### src/design/wsp_pkg.sv
`timescale 1ns / 1ps

package wsp_pkg;

  // Default depth of the delta window.
  localparam int unsigned WINDOW_DEF = 8;

  // Field and register widths.
  localparam int unsigned DELTA_W   = 12;
  localparam int unsigned SUM_W     = 16;
  localparam int unsigned ERR_W     = 17;
  localparam int unsigned INTEG_W   = 15;
  localparam int unsigned ACC_W     = 18;
  localparam int unsigned GAIN_W    = 8;
  localparam int unsigned POWER_W   = 8;
  localparam int unsigned CFG_IDX_W = 3;
  localparam int unsigned CFG_DAT_W = 16;

  // Product and accumulator widths.
  localparam int unsigned PPROD_W = 26;
  localparam int unsigned DPROD_W = 21;
  localparam int unsigned IPROD_W = 24;
  localparam int unsigned PD_W    = 27;
  localparam int unsigned TOTAL_W = 28;

  localparam int unsigned FRAC_SHIFT  = 7;
  localparam int signed   INTEG_LIMIT = 16256;
  localparam int signed   POWER_LIMIT = 127;

  localparam logic [GAIN_W-1:0] PROP_GAIN_RST  = 8'd15;
  localparam logic [GAIN_W-1:0] INTEG_GAIN_RST = 8'd1;
  localparam logic [GAIN_W-1:0] DERIV_GAIN_RST = 8'd0;

  typedef enum logic [CFG_IDX_W-1:0] {
    REG_PROP_GAIN  = 3'd0,
    REG_INTEG_GAIN = 3'd1,
    REG_DERIV_GAIN = 3'd2,
    REG_TARGET_SUM = 3'd3,
    REG_BYPASS     = 3'd4
  } cfg_reg_e;

endpackage

### src/design/windowed_speed_pid.sv
`timescale 1ns / 1ps
// Path: an accepted delta beat moves through the stage registers to the output register.
// Throughput: one delta beat per cycle, sustained unless out_ready_i holds back a full
// pipeline; the delta ring is a one-port-write, one-port-read memory, and the running
// sum and the integrator are each read and rewritten in the same cycle.
// Reset (rst_ni low, asynchronous): ring entries read as zero, index, sum and integrator
// clear, gains return to 15/1/0, target to 0, bypass off, and the pipeline empties.
module windowed_speed_pid #(
  parameter int unsigned WINDOW = wsp_pkg::WINDOW_DEF
) (
  input  logic                                   clk_i,
  input  logic                                   rst_ni,
  // Configuration write port.
  input  logic                                   cfg_we_i,
  input  logic [wsp_pkg::CFG_IDX_W-1:0]          cfg_idx_i,
  input  logic [wsp_pkg::CFG_DAT_W-1:0]          cfg_data_i,
  // Delta input channel.
  input  logic                                   in_valid_i,
  output logic                                   in_ready_o,
  input  logic signed [wsp_pkg::DELTA_W-1:0]     encoder_delta_i,
  // Power output channel.
  output logic                                   out_valid_o,
  input  logic                                   out_ready_i,
  output logic signed [wsp_pkg::POWER_W-1:0]     motor_power_o,
  output logic signed [wsp_pkg::SUM_W-1:0]       window_sum_o
);

  import wsp_pkg::*;

  localparam int unsigned IDX_W = (WINDOW > 1) ? $clog2(WINDOW) : 1;
  localparam logic [IDX_W-1:0] IDX_LAST = IDX_W'(WINDOW - 1);

  localparam logic signed [ACC_W-1:0] ACC_HI = ACC_W'(INTEG_LIMIT);
  localparam logic signed [ACC_W-1:0] ACC_LO = -ACC_W'(INTEG_LIMIT);
  localparam logic signed [TOTAL_W-FRAC_SHIFT-1:0] PWR_HI = (TOTAL_W-FRAC_SHIFT)'(POWER_LIMIT);
  localparam logic signed [TOTAL_W-FRAC_SHIFT-1:0] PWR_LO = -(TOTAL_W-FRAC_SHIFT)'(POWER_LIMIT);

  // ---------------------------------------------------------------------------
  // Configuration registers. Writes must arrive only while the pipeline is empty;
  // the block does not enforce this, and the stages read these directly.
  // ---------------------------------------------------------------------------
  logic [GAIN_W-1:0]       prop_gain_q, integ_gain_q, deriv_gain_q;
  logic signed [SUM_W-1:0] target_q;
  logic                    bypass_q;
  logic                    integ_clr;

  assign integ_clr = cfg_we_i && (cfg_idx_i == REG_TARGET_SUM);

  always_ff @(posedge clk_i or negedge rst_ni) begin
    if (!rst_ni) begin
      prop_gain_q  <= PROP_GAIN_RST;
      integ_gain_q <= INTEG_GAIN_RST;
      deriv_gain_q <= DERIV_GAIN_RST;
      target_q     <= '0;
      bypass_q     <= 1'b0;
    end else if (cfg_we_i) begin
      case (cfg_idx_i)
        REG_PROP_GAIN:  prop_gain_q  <= cfg_data_i[GAIN_W-1:0];
        REG_INTEG_GAIN: integ_gain_q <= cfg_data_i[GAIN_W-1:0];
        REG_DERIV_GAIN: deriv_gain_q <= cfg_data_i[GAIN_W-1:0];
        REG_TARGET_SUM: target_q     <= $signed(cfg_data_i[SUM_W-1:0]);
        REG_BYPASS:     bypass_q     <= cfg_data_i[0];
        default: ;
      endcase
    end
  end

  // ---------------------------------------------------------------------------
  // Stage handshake. Each stage moves on when the one after it is empty or
  // moving, so bubbles collapse and a full output register stalls only what
  // sits behind it.
  // ---------------------------------------------------------------------------
  logic v1_q, v2_q, v3_q, v4_q, v5_q, vo_q;
  logic en1, en2, en3, en4, en5, en_o;
  logic in_fire, fire1, fire3;

  assign en_o = !vo_q || out_ready_i;
  assign en5  = !v5_q || en_o;
  assign en4  = !v4_q || en5;
  assign en3  = !v3_q || en4;
  assign en2  = !v2_q || en3;
  assign en1  = !v1_q || en2;

  assign in_ready_o = en1;
  assign in_fire    = in_valid_i && en1;
  assign fire1      = v1_q && en2;
  assign fire3      = v3_q && en4;

  always_ff @(posedge clk_i or negedge rst_ni) begin
    if (!rst_ni) begin
      v1_q <= 1'b0;
      v2_q <= 1'b0;
      v3_q <= 1'b0;
      v4_q <= 1'b0;
      v5_q <= 1'b0;
      vo_q <= 1'b0;
    end else begin
      if (en1)  v1_q <= in_valid_i;
      // A bypassed beat still updates the ring and the sum, then leaves here.
      if (en2)  v2_q <= v1_q && !bypass_q;
      if (en3)  v3_q <= v2_q;
      if (en4)  v4_q <= v3_q;
      if (en5)  v5_q <= v4_q;
      if (en_o) vo_q <= v5_q;
    end
  end

  // ---------------------------------------------------------------------------
  // Stage 0: advance the ring pointer and read the entry about to be replaced.
  // ---------------------------------------------------------------------------
  logic [IDX_W-1:0] idx_q, idx_nxt, idx1_q;

  assign idx_nxt = (idx_q == IDX_LAST) ? '0 : idx_q + IDX_W'(1);

  always_ff @(posedge clk_i or negedge rst_ni) begin
    if (!rst_ni) begin
      idx_q <= '0;
    end else if (in_fire) begin
      idx_q <= idx_nxt;
    end
  end

  // The ring itself. Entries never written read as zero through their valid bit.
  // The entry read for one beat is written back before the same entry can be
  // read again, since a beat WINDOW later cannot enter until this one has left
  // stage 1, so no forwarding path is needed.
  logic signed [DELTA_W-1:0] ring_mem [WINDOW];
  logic [WINDOW-1:0]         ring_vld_q;
  logic signed [DELTA_W-1:0] rdata1_q, delta1_q;
  logic                      rvld1_q;

  always_ff @(posedge clk_i) begin
    if (in_fire) begin
      rdata1_q <= ring_mem[idx_nxt];
      rvld1_q  <= ring_vld_q[idx_nxt];
      delta1_q <= encoder_delta_i;
      idx1_q   <= idx_nxt;
    end
  end

  always_ff @(posedge clk_i) begin
    if (fire1) begin
      ring_mem[idx1_q] <= delta1_q;
    end
  end

  always_ff @(posedge clk_i or negedge rst_ni) begin
    if (!rst_ni) begin
      ring_vld_q <= '0;
    end else if (fire1) begin
      ring_vld_q[idx1_q] <= 1'b1;
    end
  end

  // ---------------------------------------------------------------------------
  // Stage 1: running sum, minus the oldest delta and plus the newest, 16-bit wrap.
  // ---------------------------------------------------------------------------
  logic signed [SUM_W-1:0]   sum_q, sum_new, sum2_q;
  logic signed [DELTA_W-1:0] old1, delta2_q;

  assign old1    = rvld1_q ? rdata1_q : '0;
  assign sum_new = sum_q - SUM_W'(old1) + SUM_W'(delta1_q);

  always_ff @(posedge clk_i or negedge rst_ni) begin
    if (!rst_ni) begin
      sum_q <= '0;
    end else if (fire1) begin
      sum_q <= sum_new;
    end
  end

  always_ff @(posedge clk_i) begin
    if (en2) begin
      sum2_q   <= sum_new;
      delta2_q <= delta1_q;
    end
  end

  // ---------------------------------------------------------------------------
  // Stage 2: error at full 17-bit precision, window sum minus target.
  // ---------------------------------------------------------------------------
  logic signed [ERR_W-1:0]   err3_q;
  logic signed [SUM_W-1:0]   sum3_q;
  logic signed [DELTA_W-1:0] delta3_q;

  always_ff @(posedge clk_i) begin
    if (en3) begin
      err3_q   <= ERR_W'(sum2_q) - ERR_W'(target_q);
      sum3_q   <= sum2_q;
      delta3_q <= delta2_q;
    end
  end

  // ---------------------------------------------------------------------------
  // Stage 3: saturating integrator update, proportional and derivative products.
  // ---------------------------------------------------------------------------
  logic signed [INTEG_W-1:0] integ_q, integ_sat, integ4_q;
  logic signed [ACC_W-1:0]   acc;
  logic signed [PPROD_W-1:0] pprod4_q;
  logic signed [DPROD_W-1:0] dprod4_q;
  logic signed [SUM_W-1:0]   sum4_q;

  assign acc = ACC_W'(integ_q) + ACC_W'(err3_q);

  always_comb begin
    if (acc > ACC_HI) begin
      integ_sat = INTEG_W'(ACC_HI);
    end else if (acc < ACC_LO) begin
      integ_sat = INTEG_W'(ACC_LO);
    end else begin
      integ_sat = acc[INTEG_W-1:0];
    end
  end

  always_ff @(posedge clk_i or negedge rst_ni) begin
    if (!rst_ni) begin
      integ_q <= '0;
    end else if (integ_clr) begin
      integ_q <= '0;
    end else if (fire3) begin
      integ_q <= integ_sat;
    end
  end

  always_ff @(posedge clk_i) begin
    if (en4) begin
      integ4_q <= integ_sat;
      pprod4_q <= $signed({1'b0, prop_gain_q}) * err3_q;
      dprod4_q <= $signed({1'b0, deriv_gain_q}) * delta3_q;
      sum4_q   <= sum3_q;
    end
  end

  // ---------------------------------------------------------------------------
  // Stage 4: integral product and partial sum of the other two terms.
  // ---------------------------------------------------------------------------
  logic signed [IPROD_W-1:0] iprod5_q;
  logic signed [PD_W-1:0]    pd5_q;
  logic signed [SUM_W-1:0]   sum5_q;

  always_ff @(posedge clk_i) begin
    if (en5) begin
      iprod5_q <= $signed({1'b0, integ_gain_q}) * integ4_q;
      pd5_q    <= PD_W'(pprod4_q) + PD_W'(dprod4_q);
      sum5_q   <= sum4_q;
    end
  end

  // ---------------------------------------------------------------------------
  // Stage 5: final add, arithmetic shift (floor), clamp, output register.
  // ---------------------------------------------------------------------------
  logic signed [TOTAL_W-1:0]            total;
  logic signed [TOTAL_W-FRAC_SHIFT-1:0] shifted;
  logic signed [POWER_W-1:0]            power;

  assign total   = TOTAL_W'(pd5_q) + TOTAL_W'(iprod5_q);
  assign shifted = total[TOTAL_W-1:FRAC_SHIFT];

  always_comb begin
    if (shifted > PWR_HI) begin
      power = POWER_W'(PWR_HI);
    end else if (shifted < PWR_LO) begin
      power = POWER_W'(PWR_LO);
    end else begin
      power = shifted[POWER_W-1:0];
    end
  end

  logic signed [POWER_W-1:0] power_q;
  logic signed [SUM_W-1:0]   wsum_q;

  always_ff @(posedge clk_i) begin
    if (en_o) begin
      power_q <= power;
      wsum_q  <= sum5_q;
    end
  end

  assign out_valid_o   = vo_q;
  assign motor_power_o = power_q;
  assign window_sum_o  = wsum_q;

endmodule

### config.mk
export PLATFORM = sky130hd
export DESIGN_NAME = windowed_speed_pid
export DESIGN_NICKNAME = d
export VERILOG_FILES = /design/src/design/wsp_pkg.sv /design/src/design/windowed_speed_pid.sv
export SDC_FILE = /design/constraint.sdc
export NUM_CORES = 1
export LEC_CHECK = 0
export BUFFER_PORTS_ARGS = -buffer_cell sky130_fd_sc_hd__buf_2
export CAP_MARGIN = 20
export CORE_ASPECT_RATIO = 1.75
export CORE_UTILIZATION = 42
export DETAILED_ROUTE_END_ITERATION = 16
export HOLD_SLACK_MARGIN = 0.12
export PLACE_DENSITY_LB_ADDON = 0.1
export SYNTH_ARGS = -nofsm -noshare
export SYNTH_HDL_FRONTEND = slang
export SYNTH_SLANG_ARGS = --single-unit
export TNS_END_PERCENT = 1
### constraint.sdc
create_clock -name clk_i -period 6.25 [get_ports clk_i]
set_input_delay 0.3125 -clock clk_i [delete_from_list [all_inputs] [get_ports clk_i]]
set_output_delay 0.3125 -clock clk_i [all_outputs]
set_load 0.02 [all_outputs]
Word-level counts from Yosys, hierarchy flattened:

Memory sizes are Yosys's and may differ from the RTL's. A register that Yosys moved wholly into a read port is not among the register bits.
Cells that the tools add are included.

* reduce and logical (&&, ||, !) cells: 27
* order comparisons: 7
* bitwise gates (word level): 1
* muxes and demuxes: 13
* multipliers: 3
* eq/ne operators: 5
* $add $sub $neg: 7

Operators by type and width (count)
* 2-to-1 mux 15 bit: 4
* adder 27 x 24 -> 28 bit: 1
* adder 26 x 21 -> 27 bit: 1
* multiplier 9 x 17 -> 26 bit: 1
* multiplier 9 x 15 -> 24 bit: 1
* > comparator 21 x 8 -> 1 bit, second input constant: 1
* < comparator 21 x 8 -> 1 bit, second input constant: 1
* multiplier 9 x 12 -> 21 bit: 1
* adder 15 x 17 -> 18 bit: 1
* > comparator 18 x 15 -> 1 bit, second input constant: 1
* < comparator 18 x 15 -> 1 bit, second input constant: 1
* subtractor 16 x 16 -> 17 bit: 1
* adder 16 x 12 -> 16 bit: 1
* subtractor 16 x 12 -> 16 bit: 1
* 2-to-1 mux 12 bit: 1
* AND reduction 2 bit: 5
* < comparator 3 x 4 -> 1 bit, second input constant: 2
* 2-to-1 mux 8 bit: 1
* OR 8 bit: 1
* logical NOT 1 bit: 7
* == test 3 x 2 -> 1 bit, second input constant: 2
* == test 3 bit, second input constant: 2
* logical AND 1 bit: 6
* logical OR 1 bit: 6
* other kinds (10): 13

* memories kept: 1
* register bits after elaboration: 347
* output and inout bits: 26
* input port bits: 36
* bits in writable memories: 96

Memory list
* ring_mem: depth 8, width 12, read ports 1, clocked after memory_dff 1, write ports 1, line windowed_speed_pid.sv:127 `logic signed [DELTA_W-1:0] ring_mem [WINDOW];`

Longest topological paths before layout:

Gate-level depths: netlist (run 1).

* depth in word-level cells: 9
* gate-level depth with buffers: 22

Worst setup path before layout (run 1):

OpenSTA, ideal clock, no wires.

* path kind: register to register
* start: reg prop_gain_q[2]
* end: reg pprod4_q[25] (data pin)
* data required time: 5.990 ns
* arrival time: 5.411 ns
* setup slack: 0.580 ns
* cell stages (with the launch flop): 22
* buffers on the path: 2
* setup time: 0.260 ns
* path through: dfstp_2 -> clkbuf_1 -> clkbuf_1 -> nand2_1 -> fa_1 -> inv_1 -> fa_1 -> fa_1 -> inv_1 -> fa_1 -> inv_1 -> ha_1 -> o21ai_0 -> nand2b_1 -> nand2_1 -> o21ai_0 -> o41ai_1 -> o21ai_0 -> a221oi_1 -> o2111ai_1 -> a21oi_1 -> xnor2_1

* cells in the longest elaborated chain, start to end: 1

Ends and longest elaborated chain
* from (decl): line windowed_speed_pid.sv:42 `logic [GAIN_W-1:0] prop_gain_q, integ_gain_q, deriv_gain_q;`
* from (signal assigned): line windowed_speed_pid.sv:58 `REG_PROP_GAIN: prop_gain_q <= cfg_data_i[GAIN_W-1:0];`
* multiplier 9 x 17 -> 26 bit: line windowed_speed_pid.sv:228 `pprod4_q <= $signed({1'b0, prop_gain_q}) * err3_q;`
* to (signal assigned): line windowed_speed_pid.sv:228
* to (decl): line windowed_speed_pid.sv:199 `logic signed [PPROD_W-1:0] pprod4_q;`

Every way passes these cells.
A chain may end at the register's enable or synchronous reset.

Worst setup path after layout (run 1):

* start: reg prop_gain_q[2]
* end: reg pprod4_q[24] (data pin)

The elaborated chain is that of the path after synthesis.

==> metrics, run 1 <==
max frequency=171 MHz; Mapped Area=33100 sq um; M1 WL=28.0 mm; CP arrival=6.16 ns; top-count cell post-synth=inv_1; gr usage total=20.7%; met2 wire len=48.2 mm; initial antenna violation count=2; Buf/Inv on CP=3; Commonest cells post-synth=558 x inv_1, 366 x edfxtp_1, 300 x fa_1, 246 x ha_1, 232 x nand2_1; H-tree levels=2; DR iter-0 viols=943; most frequent CP cell=fa_1; Initial Util=42.6%; CTS tree=built; routed len/inst=19.8 um; layout cells sized above 1=9.56%; Via density=5.08; placed inst area=34700 sq um; startpoint types=flop; area leader, netlist=edfxtp_1; Top FF cell, synth=edfxtp_1; HPWL Detailed=65.2 mm; drt pass-1 iters=5; Port Buffers=61; synth top area cells=edfxtp_1 33%, fa_1 18%, ha_1 9.3%, dfrtp_1 6.4%, inv_1 6.3%; CP cell instances=nand2_1 -> fa_1 -> inv_1 -> fa_1 -> ha_1 -> inv_1 -> fa_1 -> inv_1 -> fa_1 -> a21o_1 -> a21oi_1 -> nor2b_1 -> o21a_1 -> o41ai_1 -> o2111a_1 -> or4_1 -> a31oi_1 -> a21o_1 -> a21oi_1 -> xnor2_1; Seq cells post-synth=455; max capacitance violation total=0; io pins=62; Post-DRT Antenna Nets=0; sequential area share after synthesis=40.0%; Layout Area Growth over Synthesis=10.2%; clock buffer depth=3; nets=3592; syn nets=3487; clock period minus worst slack=5.84 ns; clk sink count=455; CTS Root Cell=clkbuf_16; slowest cell on the critical path=dfstp_2; slowest stage delay, CP=0.76 ns; number of setup buffers added after CTS=0; vias in the first global route=22500; clk_lat worst skew=0.59 ns; Post-Syn Instances=2905; Core Region=77700 sq um; Die Width=214 um; Post-Syn Area per Cell=11.4 sq um; unrepaired setup endpoints after global routing=false; grt total ovfl=0; CP required=6.58 ns; Setup Viol. Count Final=0; status=completed; Rel. slew slack=29.8%; Vias=20700; CP Max Fanout=18; clk_skew=0.0200 ns; Register Area=13200 sq um; Final Hold Viols=0; Clk pin slew, worst setup/hold paths=0.07 ns; ANT cells=0; final hold slack=0.153 ns; Hold Path Class=in2reg; critical path endpoint category=flop; Slew @ Worst Pin=1.05 ns; asr flop ratio synth=19.6%; CTS Buf Count=46; cell area after layout=36500 sq um; critical path class=reg2reg; Die ar.=79900 sq um; Post-Route WL=80.7 mm; setup TNS=0 ns; DRC=0; fin. max-slew vios=0; multi-input logic area=17600 sq um; EDFF count, synth=366; largest net degree at the start of global routing=69; Netlist cell types=80; Fillers=7232; die height=373 um; share of the synthesized area in the top cell type=33.2%; row cnt=135; top sig layer=met4; placer congestion estimate=0.888; met3 wire length=1.49 mm; global-route wire length before repair=126 mm; Synth Warn #=0; Crit path max-delay family=adder cells; Final period util=93.4%
layer usage:
| layer | vias up | GRT usage [%] |
|---|---|---|
| met1 | 10500 | 20.3 |
| met2 | 283 | 43.5 |
| met4 | 0 | 7.82 |
| met5 | - | 0 |
| li1 | 9792 | - |
| met3 | 130 | 1.70 |
kinds of logic after synthesis:
| family | synth area share (%) |
|---|---|
| multiplexers | 3.88 |
| AND/OR/NAND/NOR | 11.1 |
| adder cells (fa/ha/maj) | 27.5 |
| flip-flops | 40.0 |
| buffers and inverters | 6.95 |
| XOR/XNOR | 3.63 |
| AO/OA/AOI/OAI | 6.99 |
placed cells by master (no fill, tap or decap), types with 21 or more instances in the layout:
cell             n
clkbuf_16       46
nand3_1         41
nor3_1          28
fa_1           300
nor2_1          88
xnor2_1        107
xor2_1          30
ha_1           246
buf_4           25
and2_1         216
inv_1          557
o21ai_0         69
a21oi_1         91
edfxtp_1       366
dlygate4sd3_1   24
dfrtp_1         84
buf_2           60
nand2_1        230
a21o_1          43
nor2b_1         21
mux2_2          61
mux4_2          26
final cells by class:
class | count | share of cell area (%)
Clock buffer | 59 | 3.34
Tap cell | 1027 | 3.52
Sequential cell | 455 | 36.3
Clock inverter | 24 | 0.816
Timing Repair Buffer | 109 | 2.00
Multi-Input combinational cell | 1840 | 48.3
Inverter | 558 | 5.75
timing repair:
action                                  in CTS  in global routing
hold buffers                                24                  0
endpoints found under the setup margin       0                  2
hold endpoints to repair                    65                  0
gates resized for setup                      0                  1
worst register-to-register path: cells and delay by family, from the launching register on:
family,cells,cell delay [ns]
AND/OR/NAND/NOR,3,0.36
AO/OA/AOI/OAI,8,1.92
adder cells (fa/ha/maj),5,2.29
flip-flops,1,0.76
XOR/XNOR,1,0.08
buffers and inverters,3,0.18
flip-flops by register name, indices dropped and copies added, names as in the netlist, 17 cells and up:
signal,cells
pprod4_q,26
dprod4_q,21
iprod5_q,24
pd5_q,27
err3_q,17
ring_mem,96
metrics by stage:
step / instances / util (%) / worst slack [ns]
after floorplan: 2905 / - / 0.580
after detailed placement: 3965 / 44.7 / 0.499
after global placement: 3965 / 44.7 / 0.511
after CTS: 4072 / 46.9 / 0.440
final: 4072 / 46.9 / 0.414
after global routing: 4072 / 46.9 / 0.0680
path summary, 6_finish.rpt:
path	from	endpoint	slack (ns)	cells past startpoint
max	prop_gain_q[2]$_DFFE_PN1P_	pprod4_q[24]$_DFFE_PP_	0.41	20
min	cfg_data_i[1]	target_q[1]$_DFFE_PN0P_	0.15	2
max reg2reg	prop_gain_q[2]$_DFFE_PN1P_	pprod4_q[24]$_DFFE_PP_	0.41	20
min reg2reg	sum3_q[0]$_DFFE_PP_	sum4_q[0]$_DFFE_PP_	0.42	0
max in group asynchronous	rst_ni	idx_q[0]$_DFFE_PN0P_	4.82	3
min in group asynchronous	rst_ni	target_q[14]$_DFFE_PN0P_	0.32	2
Power of run 1 is not shown: default switching activity piles up to over one toggle a cycle in this logic, so the estimate is an artifact.
==> inputs of run 2 (changes only) <==
--- a/config.mk
+++ b/config.mk
@@ -7,7 +7,7 @@
 export LEC_CHECK = 0
 export BUFFER_PORTS_ARGS = -buffer_cell sky130_fd_sc_hd__buf_2
 export CAP_MARGIN = 20
-export CORE_ASPECT_RATIO = 1.75
+export CORE_ASPECT_RATIO = 1.4
 export CORE_UTILIZATION = 42
 export DETAILED_ROUTE_END_ITERATION = 16
 export HOLD_SLACK_MARGIN = 0.12
==> run 2 against run 1 <==
Routed wire length down 2.9%. Cell count up 0.66%. Critical path type unchanged. Utilization up 0.091 points. Critical path depth unchanged. Highest routed layer unchanged. Global-route usage down 0.18 points. Via count down 0.96%. Sequential share of layout area down 0.13 points. Largest cell class unchanged. Non-clock buffer count up 4. Register-to-register slack better by 0.07 ns. Sequential cell count unchanged.
==> metrics, run 2 (synthesized netlist as in run 1, its figures left out) <==
Clk pin slew, worst setup/hold paths=0.06 ns (was 0.07 ns); setup TNS=0 ns (unchanged); vias in the first global route=22400 (was 22500); placer congestion estimate=0.857 (was 0.888); DR iter-0 viols=726 (was 943); nets=3598 (was 3592); status=completed (unchanged); Post-Route WL=78.4 mm (was 80.7 mm); slowest stage delay, CP=0.74 ns (was 0.76 ns); critical path endpoint category=flop (unchanged); clock buffer depth=3 (unchanged); most frequent CP cell=fa_1 (unchanged); reg2reg path depth=20 (unchanged); row cnt=121 (was 135); final hold slack=0.161 ns (was 0.153 ns); CTS Buf Count=48 (was 46); post-cts resize count=0 (unchanged); Crit path max-delay family=adder cells (unchanged); max capacitance violation total=0 (unchanged); most flop-heavy register=ring_mem (unchanged); leading cell type in the layout, fill and taps excluded=inv_1 (unchanged); Hold Crit Start=cfg_data_i[2] (was cfg_data_i[1]); CTS tree=built (unchanged); max frequency=173 MHz (was 171 MHz); startpoint types=flop (unchanged); Core Region=77800 sq um (was 77700 sq um); Stages on worst setup path=20 (unchanged); Final Non-Filler Cells=4099 (was 4072); Layout Area Growth over Synthesis=10.6% (was 10.2%); number of setup buffers added after CTS=0 (unchanged); fin. max-slew vios=0 (unchanged); Port Buffers=61 (unchanged); H-tree levels=2 (unchanged); slowest cell on the critical path=dfstp_2 (unchanged); CP required=6.62 ns (was 6.58 ns); HPWL Detailed=62.0 mm (was 65.2 mm); Initial Util=42.5% (was 42.6%); largest net degree at the start of global routing=69 (unchanged); Rel. slew slack=32.7% (was 29.8%); clk_lat worst skew=0.63 ns (was 0.59 ns); max FFs per register=96 (unchanged); Die ar.=79900 sq um (about the same); DRC=0 (unchanged); CP Max Fanout=18 (unchanged); hold_buf cts=27 (was 24); critical path class=reg2reg (unchanged); die height=334 um (was 373 um); Placed Cells=3983 (was 3965); layout cells sized above 1=9.66% (was 9.56%); Via density=5.00 (was 5.08); Buf/Inv on CP=3 (unchanged); routed len/inst=19.1 um (was 19.8 um); Hold Path Class=in2reg (unchanged); Die Width=239 um (was 214 um); initial antenna violation count=0 (was 2); r2r endpoint=pprod4_q[24]$_DFFE_PP_ (unchanged); io pins=62 (unchanged); hold endpoint=deriv_gain_q[2]$_DFFE_PN0P_ (was target_q[1]$_DFFE_PN0P_); worst hold path stage count=2 (unchanged); R2R Setup Slk=0.48 ns (was 0.41 ns); largest registers=ring_mem: 96 flops, pd5_q: 27 flops, pprod4_q: 26 flops (unchanged); Final period util=92.3% (was 93.4%); Slew @ Worst Pin=1.01 ns (was 1.05 ns); drt pass-1 iters=5 (unchanged); reg-to-reg startpoint=prop_gain_q[2]$_DFFE_PN1P_ (unchanged); CP arrival=6.13 ns (was 6.16 ns); most frequent cells in the layout=557 x inv_1, 366 x edfxtp_1, 300 x fa_1, 246 x ha_1, 230 x nand2_1 (unchanged); clock period minus worst slack=5.77 ns (was 5.84 ns); clk_skew=0.0254 ns (was 0.0200 ns); unrepaired setup endpoints after global routing=false (unchanged); Vias=20500 (was 20700); Setup Viol. Count Final=0 (unchanged); global-route wire length before repair=125 mm (was 126 mm); CP cell instances=nand2_1 -> fa_1 -> inv_1 -> fa_1 -> ha_1 -> inv_1 -> fa_1 -> inv_1 -> fa_1 -> a21o_1 -> a21oi_1 -> nor2b_1 -> o21a_1 -> o41ai_1 -> o2111a_1 -> or4_1 -> a31oi_1 -> a21o_1 -> a21oi_1 -> xnor2_1 (unchanged); gr usage total=20.5% (was 20.7%); grt total ovfl=0 (unchanged); Final Hold Viols=0 (unchanged); Post-DRT Antenna Nets=0 (unchanged); CTS Root Cell=clkbuf_16 (unchanged); clk sink count=455 (unchanged)
==> run 2: per-stage QoR <==
step | instance area [sq um] | setup slack [ns] | utilization, %
after global placement | 34700 | 0.583 | 44.6
after floorplan | 33100 | 0.580 | -
after global routing | 36600 | 0.0123 | 47.0
final | 36600 | 0.484 | 47.0
after detailed placement | 34700 | 0.550 | 44.6
after CTS | 36600 | 0.485 | 47.0
==> run 2: metal layers <==
layer / vias up / global-route usage (%) / share of wire (%)
met4: 0 / 6.23 / 2.7
li1: 9801 / - / -
met2: 233 / 40.0 / 55
met1: 10400 / 23.4 / 40
met5: - / 0 / 0
met3: 95 / 1.72 / 2.0
==> run 2: worst max path at each step <==
| stage | end | startpoint |
|---|---|---|
| after floorplan | pprod4_q[25]$_DFFE_PP_ | prop_gain_q[2]$_DFFE_PN1P_ |
| final | pprod4_q[24]$_DFFE_PP_ | prop_gain_q[2]$_DFFE_PN1P_ |
| after CTS | pprod4_q[24]$_DFFE_PP_ | prop_gain_q[2]$_DFFE_PN1P_ |
| after global routing | pprod4_q[25]$_DFFE_PP_ | prop_gain_q[2]$_DFFE_PN1P_ |
| after detailed placement | pprod4_q[24]$_DFFE_PP_ | prop_gain_q[2]$_DFFE_PN1P_ |
| after global placement | pprod4_q[24]$_DFFE_PP_ | prop_gain_q[2]$_DFFE_PN1P_ |
==> run 2: layout make-up <==
cell class,instances,area (sq um)
inverters,558,2100
multi-input cells,1840,17600
diodes,1,2.50
clock inverters,29,329
repair buffers,113,768
flip-flops and latches,455,13200
fillers,7272,41200
clock buffers,58,1260
well taps,1045,1310
Power of run 2 is left out for the same reason.
